===== src/rtl/core/lbcu_pkg.sv =====
// Shared types and constants for the line-buffered console UART.
`default_nettype none

package lbcu_pkg;

    localparam int LINE_BUFFER_SIZE_DEFAULT = 64;
    localparam int APB_ADDR_WIDTH = 4;
    localparam int APB_DATA_WIDTH = 32;
    localparam int OFFSET_WIDTH = 12;
    localparam int CMD_QUEUE_DEPTH = 2;
    localparam int CMD_QUEUE_AW = $clog2(CMD_QUEUE_DEPTH);

    localparam logic FUNC_READ = 1'b0;
    localparam logic FUNC_WRITE = 1'b1;
    localparam logic KIND_READ = 1'b0;
    localparam logic KIND_CHAR = 1'b1;

    localparam logic [7:0] CHAR_MASK = 8'hFF;
    localparam logic [7:0] CH_NEWLINE = 8'h0A;
    localparam logic [7:0] CH_TAB = 8'h09;
    localparam logic [7:0] CH_SPACE = 8'h20;
    localparam logic [7:0] CH_TILDE = 8'h7E;

    typedef enum logic [1:0] {
        REG_BASE_ADDRESS  = 2'd0,
        REG_DATA_OFFSET   = 2'd1,
        REG_STATUS_OFFSET = 2'd2,
        REG_STATUS_VALUE  = 2'd3
    } reg_index_t;

    typedef enum logic {
        CMD_READ = 1'b0,
        CMD_CHAR = 1'b1
    } cmd_op_t;

    typedef struct packed {
        logic        func;
        logic [31:0] address;
        logic [31:0] write_data;
    } in_t;

    typedef struct packed {
        logic        kind;
        logic [31:0] read_data;
        logic [7:0]  line_char;
        logic        last;
    } out_t;

    typedef struct packed {
        cmd_op_t     op;
        logic [31:0] data;
    } cmd_t;

    typedef struct packed {
        logic [31:0]             base_address;
        logic [OFFSET_WIDTH-1:0] data_offset;
        logic [OFFSET_WIDTH-1:0] status_offset;
        logic [31:0]             status_value;
    } cfg_t;

endpackage

`default_nettype wire


===== src/rtl/core/lbcu_ram.sv =====
// Generic single-port-write RAM with a registered read port.
`default_nettype none

module lbcu_ram #(
    parameter int WIDTH = 8,
    parameter int DEPTH = 64
) (
    input  wire logic                     clk,
    input  wire logic                     we,
    input  wire logic [$clog2(DEPTH)-1:0] waddr,
    input  wire logic [WIDTH-1:0]         wdata,
    input  wire logic [$clog2(DEPTH)-1:0] raddr,
    output logic      [WIDTH-1:0]         rdata
);

    logic [WIDTH-1:0] mem [DEPTH];

    always_ff @(posedge clk)
    begin
        if (we)
        begin
            mem[waddr] <= wdata;
        end
        rdata <= mem[raddr];
    end

endmodule

`default_nettype wire


===== src/rtl/core/lbcu_front.sv =====
// Front end: decodes each bus access into a command for the back end, or drops it.
`default_nettype none

module lbcu_front (
    input  wire logic          push,
    output logic               full,
    input  wire lbcu_pkg::in_t request,
    input  wire lbcu_pkg::cfg_t cfg,
    input  wire logic          q_full,
    output logic               q_push,
    output lbcu_pkg::cmd_t     q_cmd
);

    import lbcu_pkg::*;

    logic [32:0] status_diff;
    logic [32:0] data_diff;
    logic        status_hit;
    logic        data_hit;
    logic [7:0]  ch;
    logic        printable;

    // An address below the base borrows and so never matches.
    assign status_diff = {1'b0, request.address} - {1'b0, cfg.base_address};
    assign data_diff = {1'b0, request.address} - {1'b0, cfg.base_address};
    assign status_hit = !status_diff[32]
        && (status_diff[31:0] == {{(32-OFFSET_WIDTH){1'b0}}, cfg.status_offset});
    assign data_hit = !data_diff[32]
        && (data_diff[31:0] == {{(32-OFFSET_WIDTH){1'b0}}, cfg.data_offset});

    assign ch = request.write_data[7:0] & CHAR_MASK;
    assign printable = ((ch >= CH_SPACE) && (ch <= CH_TILDE))
        || (ch == CH_NEWLINE) || (ch == CH_TAB);

    assign full = q_full;

    always_comb
    begin
        q_cmd = '{op: CMD_READ, data: 32'd0};
        q_push = 1'b0;
        if (request.func == FUNC_READ)
        begin
            q_cmd.op = CMD_READ;
            q_cmd.data = status_hit ? cfg.status_value : 32'd0;
            q_push = push && !q_full;
        end
        else
        begin
            q_cmd.op = CMD_CHAR;
            q_cmd.data = {24'd0, ch};
            q_push = push && !q_full && data_hit && printable;
        end
    end

endmodule

`default_nettype wire


===== src/rtl/core/lbcu_cmd_queue.sv =====
// Short command queue between the front end and the back end.
`default_nettype none

module lbcu_cmd_queue (
    input  wire logic           clk,
    input  wire logic           rst_n,
    input  wire logic           push,
    input  wire lbcu_pkg::cmd_t wr_cmd,
    output logic                full,
    input  wire logic           pop,
    output lbcu_pkg::cmd_t      rd_cmd,
    output logic                empty
);

    import lbcu_pkg::*;

    cmd_t                      entry_reg [CMD_QUEUE_DEPTH];
    logic [CMD_QUEUE_AW-1:0]   wr_ptr_reg;
    logic [CMD_QUEUE_AW-1:0]   rd_ptr_reg;
    logic [CMD_QUEUE_AW:0]     count_reg;
    logic                      do_push;
    logic                      do_pop;

    assign full = (count_reg == (CMD_QUEUE_AW+1)'(CMD_QUEUE_DEPTH));
    assign empty = (count_reg == '0);
    assign do_push = push && !full;
    assign do_pop = pop && !empty;
    assign rd_cmd = entry_reg[rd_ptr_reg];

    always_ff @(posedge clk)
    begin
        if (do_push)
        begin
            entry_reg[wr_ptr_reg] <= wr_cmd;
        end
    end

    always_ff @(posedge clk or negedge rst_n)
    begin
        if (!rst_n)
        begin
            wr_ptr_reg <= '0;
            rd_ptr_reg <= '0;
            count_reg <= '0;
        end
        else
        begin
            if (do_push)
            begin
                wr_ptr_reg <= wr_ptr_reg + 1'b1;
            end
            if (do_pop)
            begin
                rd_ptr_reg <= rd_ptr_reg + 1'b1;
            end
            if (do_push && !do_pop)
            begin
                count_reg <= count_reg + 1'b1;
            end
            else if (do_pop && !do_push)
            begin
                count_reg <= count_reg - 1'b1;
            end
        end
    end

    assert property (@(posedge clk) disable iff (!rst_n)
        count_reg <= (CMD_QUEUE_AW+1)'(CMD_QUEUE_DEPTH))
        else $error("command queue count exceeds its depth");

endmodule

`default_nettype wire


===== src/rtl/core/lbcu_back.sv =====
// Back end: answers reads, collects characters in the line store and drains flushed lines.
`default_nettype none

module lbcu_back #(
    parameter int LINE_BUFFER_SIZE = lbcu_pkg::LINE_BUFFER_SIZE_DEFAULT
) (
    input  wire logic           clk,
    input  wire logic           rst_n,
    input  wire lbcu_pkg::cmd_t cmd,
    input  wire logic           cmd_empty,
    output logic                cmd_pop,
    output logic                empty,
    input  wire logic           pop,
    output lbcu_pkg::out_t      result
);

    import lbcu_pkg::*;

    localparam int AW = $clog2(LINE_BUFFER_SIZE);
    localparam logic [AW-1:0] LIMIT = AW'(LINE_BUFFER_SIZE - 2);
    localparam logic [AW-1:0] FILL_MAX = AW'(LINE_BUFFER_SIZE - 1);

    typedef enum logic [1:0] {
        S_IDLE,
        S_APPEND,
        S_ISSUE,
        S_EMIT
    } state_t;

    state_t        state_reg;
    logic [AW-1:0] fill_reg;
    logic [AW-1:0] idx_reg;
    out_t          out_reg;
    logic          out_valid_reg;

    logic          slot_free;
    logic          load_out;
    logic [7:0]    ch;
    logic [AW-1:0] slot;
    logic [AW-1:0] fill_inc;
    logic          is_newline;
    logic          flush;
    logic          last_char;
    logic          ram_we;
    logic [AW-1:0] ram_waddr;
    logic [7:0]    ram_wdata;
    logic [7:0]    ram_rdata;

    assign slot_free = !out_valid_reg || pop;
    assign empty = !out_valid_reg;
    assign result = out_reg;

    assign ch = cmd.data[7:0];
    assign slot = (fill_reg >= LIMIT) ? LIMIT - 1'b1 : fill_reg;
    assign fill_inc = slot + 1'b1;
    assign is_newline = (ch == CH_NEWLINE);
    assign flush = (fill_inc == LIMIT) || is_newline;
    assign last_char = (idx_reg == fill_reg - 1'b1);

    assign cmd_pop = (state_reg == S_IDLE) && !cmd_empty
        && ((cmd.op == CMD_CHAR) || slot_free);

    assign load_out = (cmd_pop && (cmd.op == CMD_READ))
        || ((state_reg == S_EMIT) && slot_free);

    always_comb
    begin
        ram_we = 1'b0;
        ram_waddr = slot;
        ram_wdata = ch;
        if (state_reg == S_APPEND)
        begin
            ram_we = 1'b1;
            ram_waddr = fill_reg;
            ram_wdata = CH_NEWLINE;
        end
        else if (cmd_pop && (cmd.op == CMD_CHAR))
        begin
            ram_we = 1'b1;
        end
    end

    lbcu_ram #(
        .WIDTH (8),
        .DEPTH (LINE_BUFFER_SIZE)
    ) u_line_store (
        .clk   (clk),
        .we    (ram_we),
        .waddr (ram_waddr),
        .wdata (ram_wdata),
        .raddr (idx_reg),
        .rdata (ram_rdata)
    );

    always_ff @(posedge clk or negedge rst_n)
    begin
        if (!rst_n)
        begin
            state_reg <= S_IDLE;
            fill_reg <= '0;
            idx_reg <= '0;
            out_valid_reg <= 1'b0;
            out_reg <= '0;
        end
        else
        begin
            if (load_out)
            begin
                out_valid_reg <= 1'b1;
            end
            else if (pop && out_valid_reg)
            begin
                out_valid_reg <= 1'b0;
            end
            unique case (state_reg)
                S_IDLE:
                begin
                    if (cmd_pop)
                    begin
                        if (cmd.op == CMD_READ)
                        begin
                            out_reg <= '{kind: KIND_READ, read_data: cmd.data,
                                         line_char: 8'd0, last: 1'b1};
                        end
                        else
                        begin
                            fill_reg <= fill_inc;
                            if (flush)
                            begin
                                idx_reg <= '0;
                                state_reg <= is_newline ? S_ISSUE : S_APPEND;
                            end
                        end
                    end
                end
                S_APPEND:
                begin
                    fill_reg <= fill_reg + 1'b1;
                    state_reg <= S_ISSUE;
                end
                S_ISSUE:
                begin
                    state_reg <= S_EMIT;
                end
                S_EMIT:
                begin
                    if (slot_free)
                    begin
                        out_reg <= '{kind: KIND_CHAR, read_data: 32'd0,
                                     line_char: ram_rdata, last: last_char};
                        if (last_char)
                        begin
                            fill_reg <= '0;
                            state_reg <= S_IDLE;
                        end
                        else
                        begin
                            idx_reg <= idx_reg + 1'b1;
                            state_reg <= S_ISSUE;
                        end
                    end
                end
                default:
                begin
                    state_reg <= S_IDLE;
                end
            endcase
        end
    end

    assert property (@(posedge clk) disable iff (!rst_n)
        fill_reg <= FILL_MAX)
        else $error("line fill count ran past the store");

    assert property (@(posedge clk) disable iff (!rst_n)
        cmd_pop |-> (state_reg == S_IDLE))
        else $error("command taken while a line is draining");

    assert property (@(posedge clk) disable iff (!rst_n)
        (state_reg == S_EMIT && slot_free && last_char) |=>
            (fill_reg == '0 && state_reg == S_IDLE))
        else $error("line store not emptied after its last character");

    assert property (@(posedge clk) disable iff (!rst_n)
        (state_reg == S_EMIT) |-> (idx_reg < fill_reg))
        else $error("drain index beyond the filled part of the line");

endmodule

`default_nettype wire


===== src/rtl/core/line_buffered_console_uart.sv =====
// Top level of the line-buffered console UART with its APB register port.
`default_nettype none

// Transmit-only console UART. Each beat pushed is one bus access: a read yields
// one response beat, which passes through the command queue and then the
// registered output slot, a write of a printable byte, newline or tab to the
// data address goes into the line store, and anything else is dropped with no
// beat. A newline, or a line that reaches LINE_BUFFER_SIZE - 2 characters (a
// newline is then added in S_APPEND), flushes the line: each character's read of
// the registered line store is issued and then used before the next one, and
// a full output slot stalls the drain. A two-entry command queue lets accesses be
// pushed while a line drains. The line store needs no clearing after reset.
module line_buffered_console_uart #(
    parameter int LINE_BUFFER_SIZE = lbcu_pkg::LINE_BUFFER_SIZE_DEFAULT
) (
    input  wire logic                                 clk,
    input  wire logic                                 rst_n,
    input  wire logic                                 push,
    output logic                                      full,
    input  wire lbcu_pkg::in_t                        request,
    output logic                                      empty,
    input  wire logic                                 pop,
    output lbcu_pkg::out_t                            result,
    input  wire logic                                 psel,
    input  wire logic                                 penable,
    input  wire logic                                 pwrite,
    input  wire logic [lbcu_pkg::APB_ADDR_WIDTH-1:0]  paddr,
    input  wire logic [lbcu_pkg::APB_DATA_WIDTH-1:0]  pwdata,
    output logic      [lbcu_pkg::APB_DATA_WIDTH-1:0]  prdata,
    output logic                                      pready
);

    import lbcu_pkg::*;

    cfg_t       cfg_reg;
    reg_index_t reg_sel;
    logic       cfg_write;
    logic       q_push;
    logic       q_full;
    cmd_t       q_wr_cmd;
    cmd_t       q_rd_cmd;
    logic       q_empty;
    logic       q_pop;

    assign pready = 1'b1;
    assign reg_sel = reg_index_t'(paddr[3:2]);
    assign cfg_write = psel && penable && pwrite && pready;

    always_ff @(posedge clk or negedge rst_n)
    begin
        if (!rst_n)
        begin
            cfg_reg.base_address <= 32'd0;
            cfg_reg.data_offset <= OFFSET_WIDTH'(0);
            cfg_reg.status_offset <= OFFSET_WIDTH'(4);
            cfg_reg.status_value <= 32'd0;
        end
        else if (cfg_write)
        begin
            unique case (reg_sel)
                REG_BASE_ADDRESS:  cfg_reg.base_address <= pwdata;
                REG_DATA_OFFSET:   cfg_reg.data_offset <= pwdata[OFFSET_WIDTH-1:0];
                REG_STATUS_OFFSET: cfg_reg.status_offset <= pwdata[OFFSET_WIDTH-1:0];
                REG_STATUS_VALUE:  cfg_reg.status_value <= pwdata;
                default:           cfg_reg <= cfg_reg;
            endcase
        end
    end

    always_comb
    begin
        unique case (reg_sel)
            REG_BASE_ADDRESS:  prdata = cfg_reg.base_address;
            REG_DATA_OFFSET:   prdata = {{(32-OFFSET_WIDTH){1'b0}}, cfg_reg.data_offset};
            REG_STATUS_OFFSET: prdata = {{(32-OFFSET_WIDTH){1'b0}}, cfg_reg.status_offset};
            REG_STATUS_VALUE:  prdata = cfg_reg.status_value;
            default:           prdata = 32'd0;
        endcase
    end

    lbcu_front u_front (
        .push    (push),
        .full    (full),
        .request (request),
        .cfg     (cfg_reg),
        .q_full  (q_full),
        .q_push  (q_push),
        .q_cmd   (q_wr_cmd)
    );

    lbcu_cmd_queue u_cmd_queue (
        .clk    (clk),
        .rst_n  (rst_n),
        .push   (q_push),
        .wr_cmd (q_wr_cmd),
        .full   (q_full),
        .pop    (q_pop),
        .rd_cmd (q_rd_cmd),
        .empty  (q_empty)
    );

    lbcu_back #(
        .LINE_BUFFER_SIZE (LINE_BUFFER_SIZE)
    ) u_back (
        .clk       (clk),
        .rst_n     (rst_n),
        .cmd       (q_rd_cmd),
        .cmd_empty (q_empty),
        .cmd_pop   (q_pop),
        .empty     (empty),
        .pop       (pop),
        .result    (result)
    );

endmodule

`default_nettype wire

===== config.mk =====
export PLATFORM = sky130hd
export DESIGN_NAME = line_buffered_console_uart
export DESIGN_NICKNAME = d
export VERILOG_FILES = /design/src/rtl/core/lbcu_pkg.sv /design/src/rtl/core/lbcu_ram.sv /design/src/rtl/core/lbcu_front.sv /design/src/rtl/core/lbcu_cmd_queue.sv /design/src/rtl/core/lbcu_back.sv /design/src/rtl/core/line_buffered_console_uart.sv
export SDC_FILE = /design/constraint.sdc
export NUM_CORES = 1
export LEC_CHECK = 0
export BUFFER_PORTS_ARGS = -buffer_cell sky130_fd_sc_hd__buf_2
export CAP_MARGIN = 25
export CORE_ASPECT_RATIO = 1.75
export CORE_MARGIN = 2
export CORE_UTILIZATION = 61
export DETAILED_ROUTE_END_ITERATION = 16
export PLACE_DENSITY = 0.84
export SYNTH_ARGS = -nofsm -noshare
export SYNTH_HDL_FRONTEND = slang
export SYNTH_HIERARCHICAL = 1
export SYNTH_SLANG_ARGS = --single-unit

===== constraint.sdc =====
create_clock -name clk -period 5.82 [get_ports clk]
set_clock_uncertainty 0.05 [all_clocks]
set_input_delay 0 -clock clk [delete_from_list [all_inputs] [get_ports clk]]
set_output_delay 0 -clock clk [all_outputs]
set_load 0.02 [all_outputs]

==> qor.yml <==
run_status:
  status: "complete, no violations"
logic_synthesis:
  yosysSeqAreaShare_pct: 63.69
  synth-edff-count: 578
  synth.distinct_cells: 109
  netlist_area_mm2: 0.03336
  avgSynthCellArea_um2: 15.68
  ys_warn_count: 6
  syn_inst: 2127
  async_flop_share_pct: 20.27
  synth_nets: 2275
  ys.flop_type: "edfxtp_1"
  ys_ff_latch: 735
setup_path:
  crit_buf_inv: 2
  cp_data_arrival_time_ns: 5.25
  crit_type: "register to register"
  reg2reg_slack_ns: 0.80
  start_kind: "register"
  worstPathRequired_ns: 6.05
  slowest_delay_ns: 0.47
  end_kind: "register"
  crit_slowest_cell: "a31oi_1"
  critPathTopFamily: "compound AO/OA/AOI/OAI gates"
  path_cells: "inv_1 -> ha_1 -> a21o_1 -> a31oi_1 -> o32ai_1 -> a211o_1 -> a32oi_1 -> mux2i_1 -> a21bo_2 -> or3_1 -> o31ai_2 -> nand2_1 -> nor2_2 -> buf_4"
  cp_max_fo: 33
job:
  maxCapViolations: 0
floorplanning:
  die_y_um: 313.4
  core_region_area_mm2: 0.05415
  dieArea_mm2: 0.05665
  ios: 185
  rows: 113
  initial_core_util_pct: 61.61
  die_w_um: 180.8
layout:
  final_area_mm2: 0.03718
  largest_reg_flops: 512
  syn_to_final_growth_pct: 11.44
  nets: 2444
  drive_above_1_share_pct: 27.93
  finish.utilization_pct: 68.65
route:
  drc: 0
  drtIter0Drc: 2531
  ant_nets: 0
  via_count: 19877
  drtPass1Iterations: 7
  via_per_inst: 6.547
  post_drt_wl_per_cell_um: 27.28
  drt_wl_total_um: 82810
timing:
  hold_viol_final: 0
  relSlewSlack_pct: 18.92
  setup_viol: 0
  holdWs_ns: 0.04919
  fmax_mhz: 199.2
  finalMaxSlewViolations: 0
  tightest_slew_ns: 1.216
  finalCritPeriodShare_pct: 86.27
  setup_tns_ns: 0
  grt_setup_unrepaired: "no"
  min_period_ns: 5.021
power_and_ir_drop:
  power_density_mw_per_mm2: 434.1
  irDropWorstVdd_mv: 0.3040
  totalPowerFinal_mw: 16.14
  p_leak_nw: 13.33
min_path:
  hold_path.class: "input port to register"
global_route:
  grt_usage_pct: 29.17
  grt_pass1_wl_um: 124700
  antenna_found_initial: 0
  grt_pass1_vias: 20891
  grt_max_degree: 75
  overflow: 0
place:
  place.gp.congestion: 0.9844
  portBuffers: 157
  dpl.hpwl_um: 54810
  post_dp_cell_area_mm2: 0.03442
clock_network:
  post_cts_buffers: 0
  clock_latency_ns: 0.63
  clk_pin_slew_ns: 0.07
  cts_tree: "built"
  cts_num_sinks: 735
  cts_inserted_buffers: 60
  cts_root_buffer: "clkbuf_16"
  htreeDepth: 2
  cts_buffer_depth: 3
cells by family after synthesis:
kind of cell,after synthesis,synth area share [%]
xor gates and xnor gates,57,1.695
other,1,0.01124
buffers and inverters,179,3.304
and+or+nand+nor,526,8.142
AOI/OAI and AO/OA,286,6.087
adders and majority gates,40,1.523
DFF,735,63.69
muxes,303,15.55
synth_stat cells, types with 18 or more instances:
library cell	instances	area [um^2]
mux2_2	64	720.7
inv_1	47	176.4
buf_2	19	95.09
edfxtp_1	578	17360
buf_4	22	165.2
nor2_1	131	491.7
nor4_2	21	262.8
mux4_2	138	3108
clkbuf_1	47	176.4
mux2i_1	30	300.3
nand3_1	25	125.1
mux2_4	69	1036
o21ai_0	72	360.4
xor2_1	24	210.2
nor2b_1	21	131.4
a22o_1	20	175.2
a21oi_1	42	210.2
xnor2_1	28	245.2
nor3_1	24	120.1
nand2_1	184	690.7
buf_6	21	236.5
ha_1	39	488.0
nand2b_1	18	112.6
dfrtp_1	148	3704
through the flow:
stage	instances	setup slack (ns)
finish	3036	0.7991
global route	3035	0.7080
CTS	3030	0.8924
detailed placement	2873	0.9212
global placement	2869	1.018
floorplan	2127	0.7365
power by group:
part / leakage (nW) / switching (mW) / internal [mW]
Combinational: 5.13 / 2.73 / 2.08
Clock: 1.05 / 1.90 / 2.57
Sequential: 7.15 / 0.585 / 6.27
Total: 13.3 / 5.22 / 10.9
routing by layer:
| layer | vias to the layer above | share of wire [%] | track usage [%] |
|---|---|---|---|
| met5 | - | 0 | 0 |
| li1 | 8531 | - | - |
| met2 | 1146 | 53 | 53.25 |
| met1 | 9932 | 33 | 32.78 |
| met3 | 268 | 8.0 | 4.877 |
| met4 | 0 | 6.1 | 14.86 |
cells in the final DEF, fill, tap and decap left out, types with 60 or more instances in the layout:
cell / instances
mux2_4: 69
o21ai_0: 72
mux4_2: 138
nor2_1: 130
clkbuf_16: 60
mux2_2: 64
dfrtp_1: 143
buf_2: 156
nand2_1: 184
edfxtp_1: 578
tightest hold or removal path: stages:
cell and delay [ns]:
buf_2 0.11, nand4_2 0.08, nor2_1 0.05, buf_4 0.20
mux2_2 0.24
path summary, 6_finish.rpt:
path	to	from	cells past startpoint
worst max register to register	u_cmd_queue/entry_reg[0][25]$_DFFE_PP_	cfg_reg[65]$_DFFE_PN0P_	14
min in group asynchronous	u_back/result[29]$_DFFE_PN0P_	rst_n	3
worst min register to register	u_back/result[4]$_DFFE_PN0P_	u_back/u_line_store/rdata[3]$_DFF_P_	2
max in group asynchronous	cfg_reg[47]$_DFFE_PN0P_	rst_n	4
worst min-delay path	cfg_reg[42]$_DFFE_PN0P_	penable	5
worst max-delay path	u_cmd_queue/entry_reg[0][25]$_DFFE_PP_	cfg_reg[65]$_DFFE_PN0P_	14
final cells by class:
cell class	count	area, um^2
Multi-Input combinational cell	1213	11050
Clock inverter	45	659.4
Inverter	48	180.2
Tap cell	690	863.3
Timing Repair Buffer	238	1633
Sequential cell	735	21260
Clock buffer	66	1524
Antenna cell	1	2.502
Fill cell	3421	16980
repair_timing:
item / 4_1_cts / 5_1_grt
gates resized for setup: 0 / 0
endpoints found under the hold margin: 196 / 0
hold buffers: 46 / 0
(Power assumes the default switching activity.)
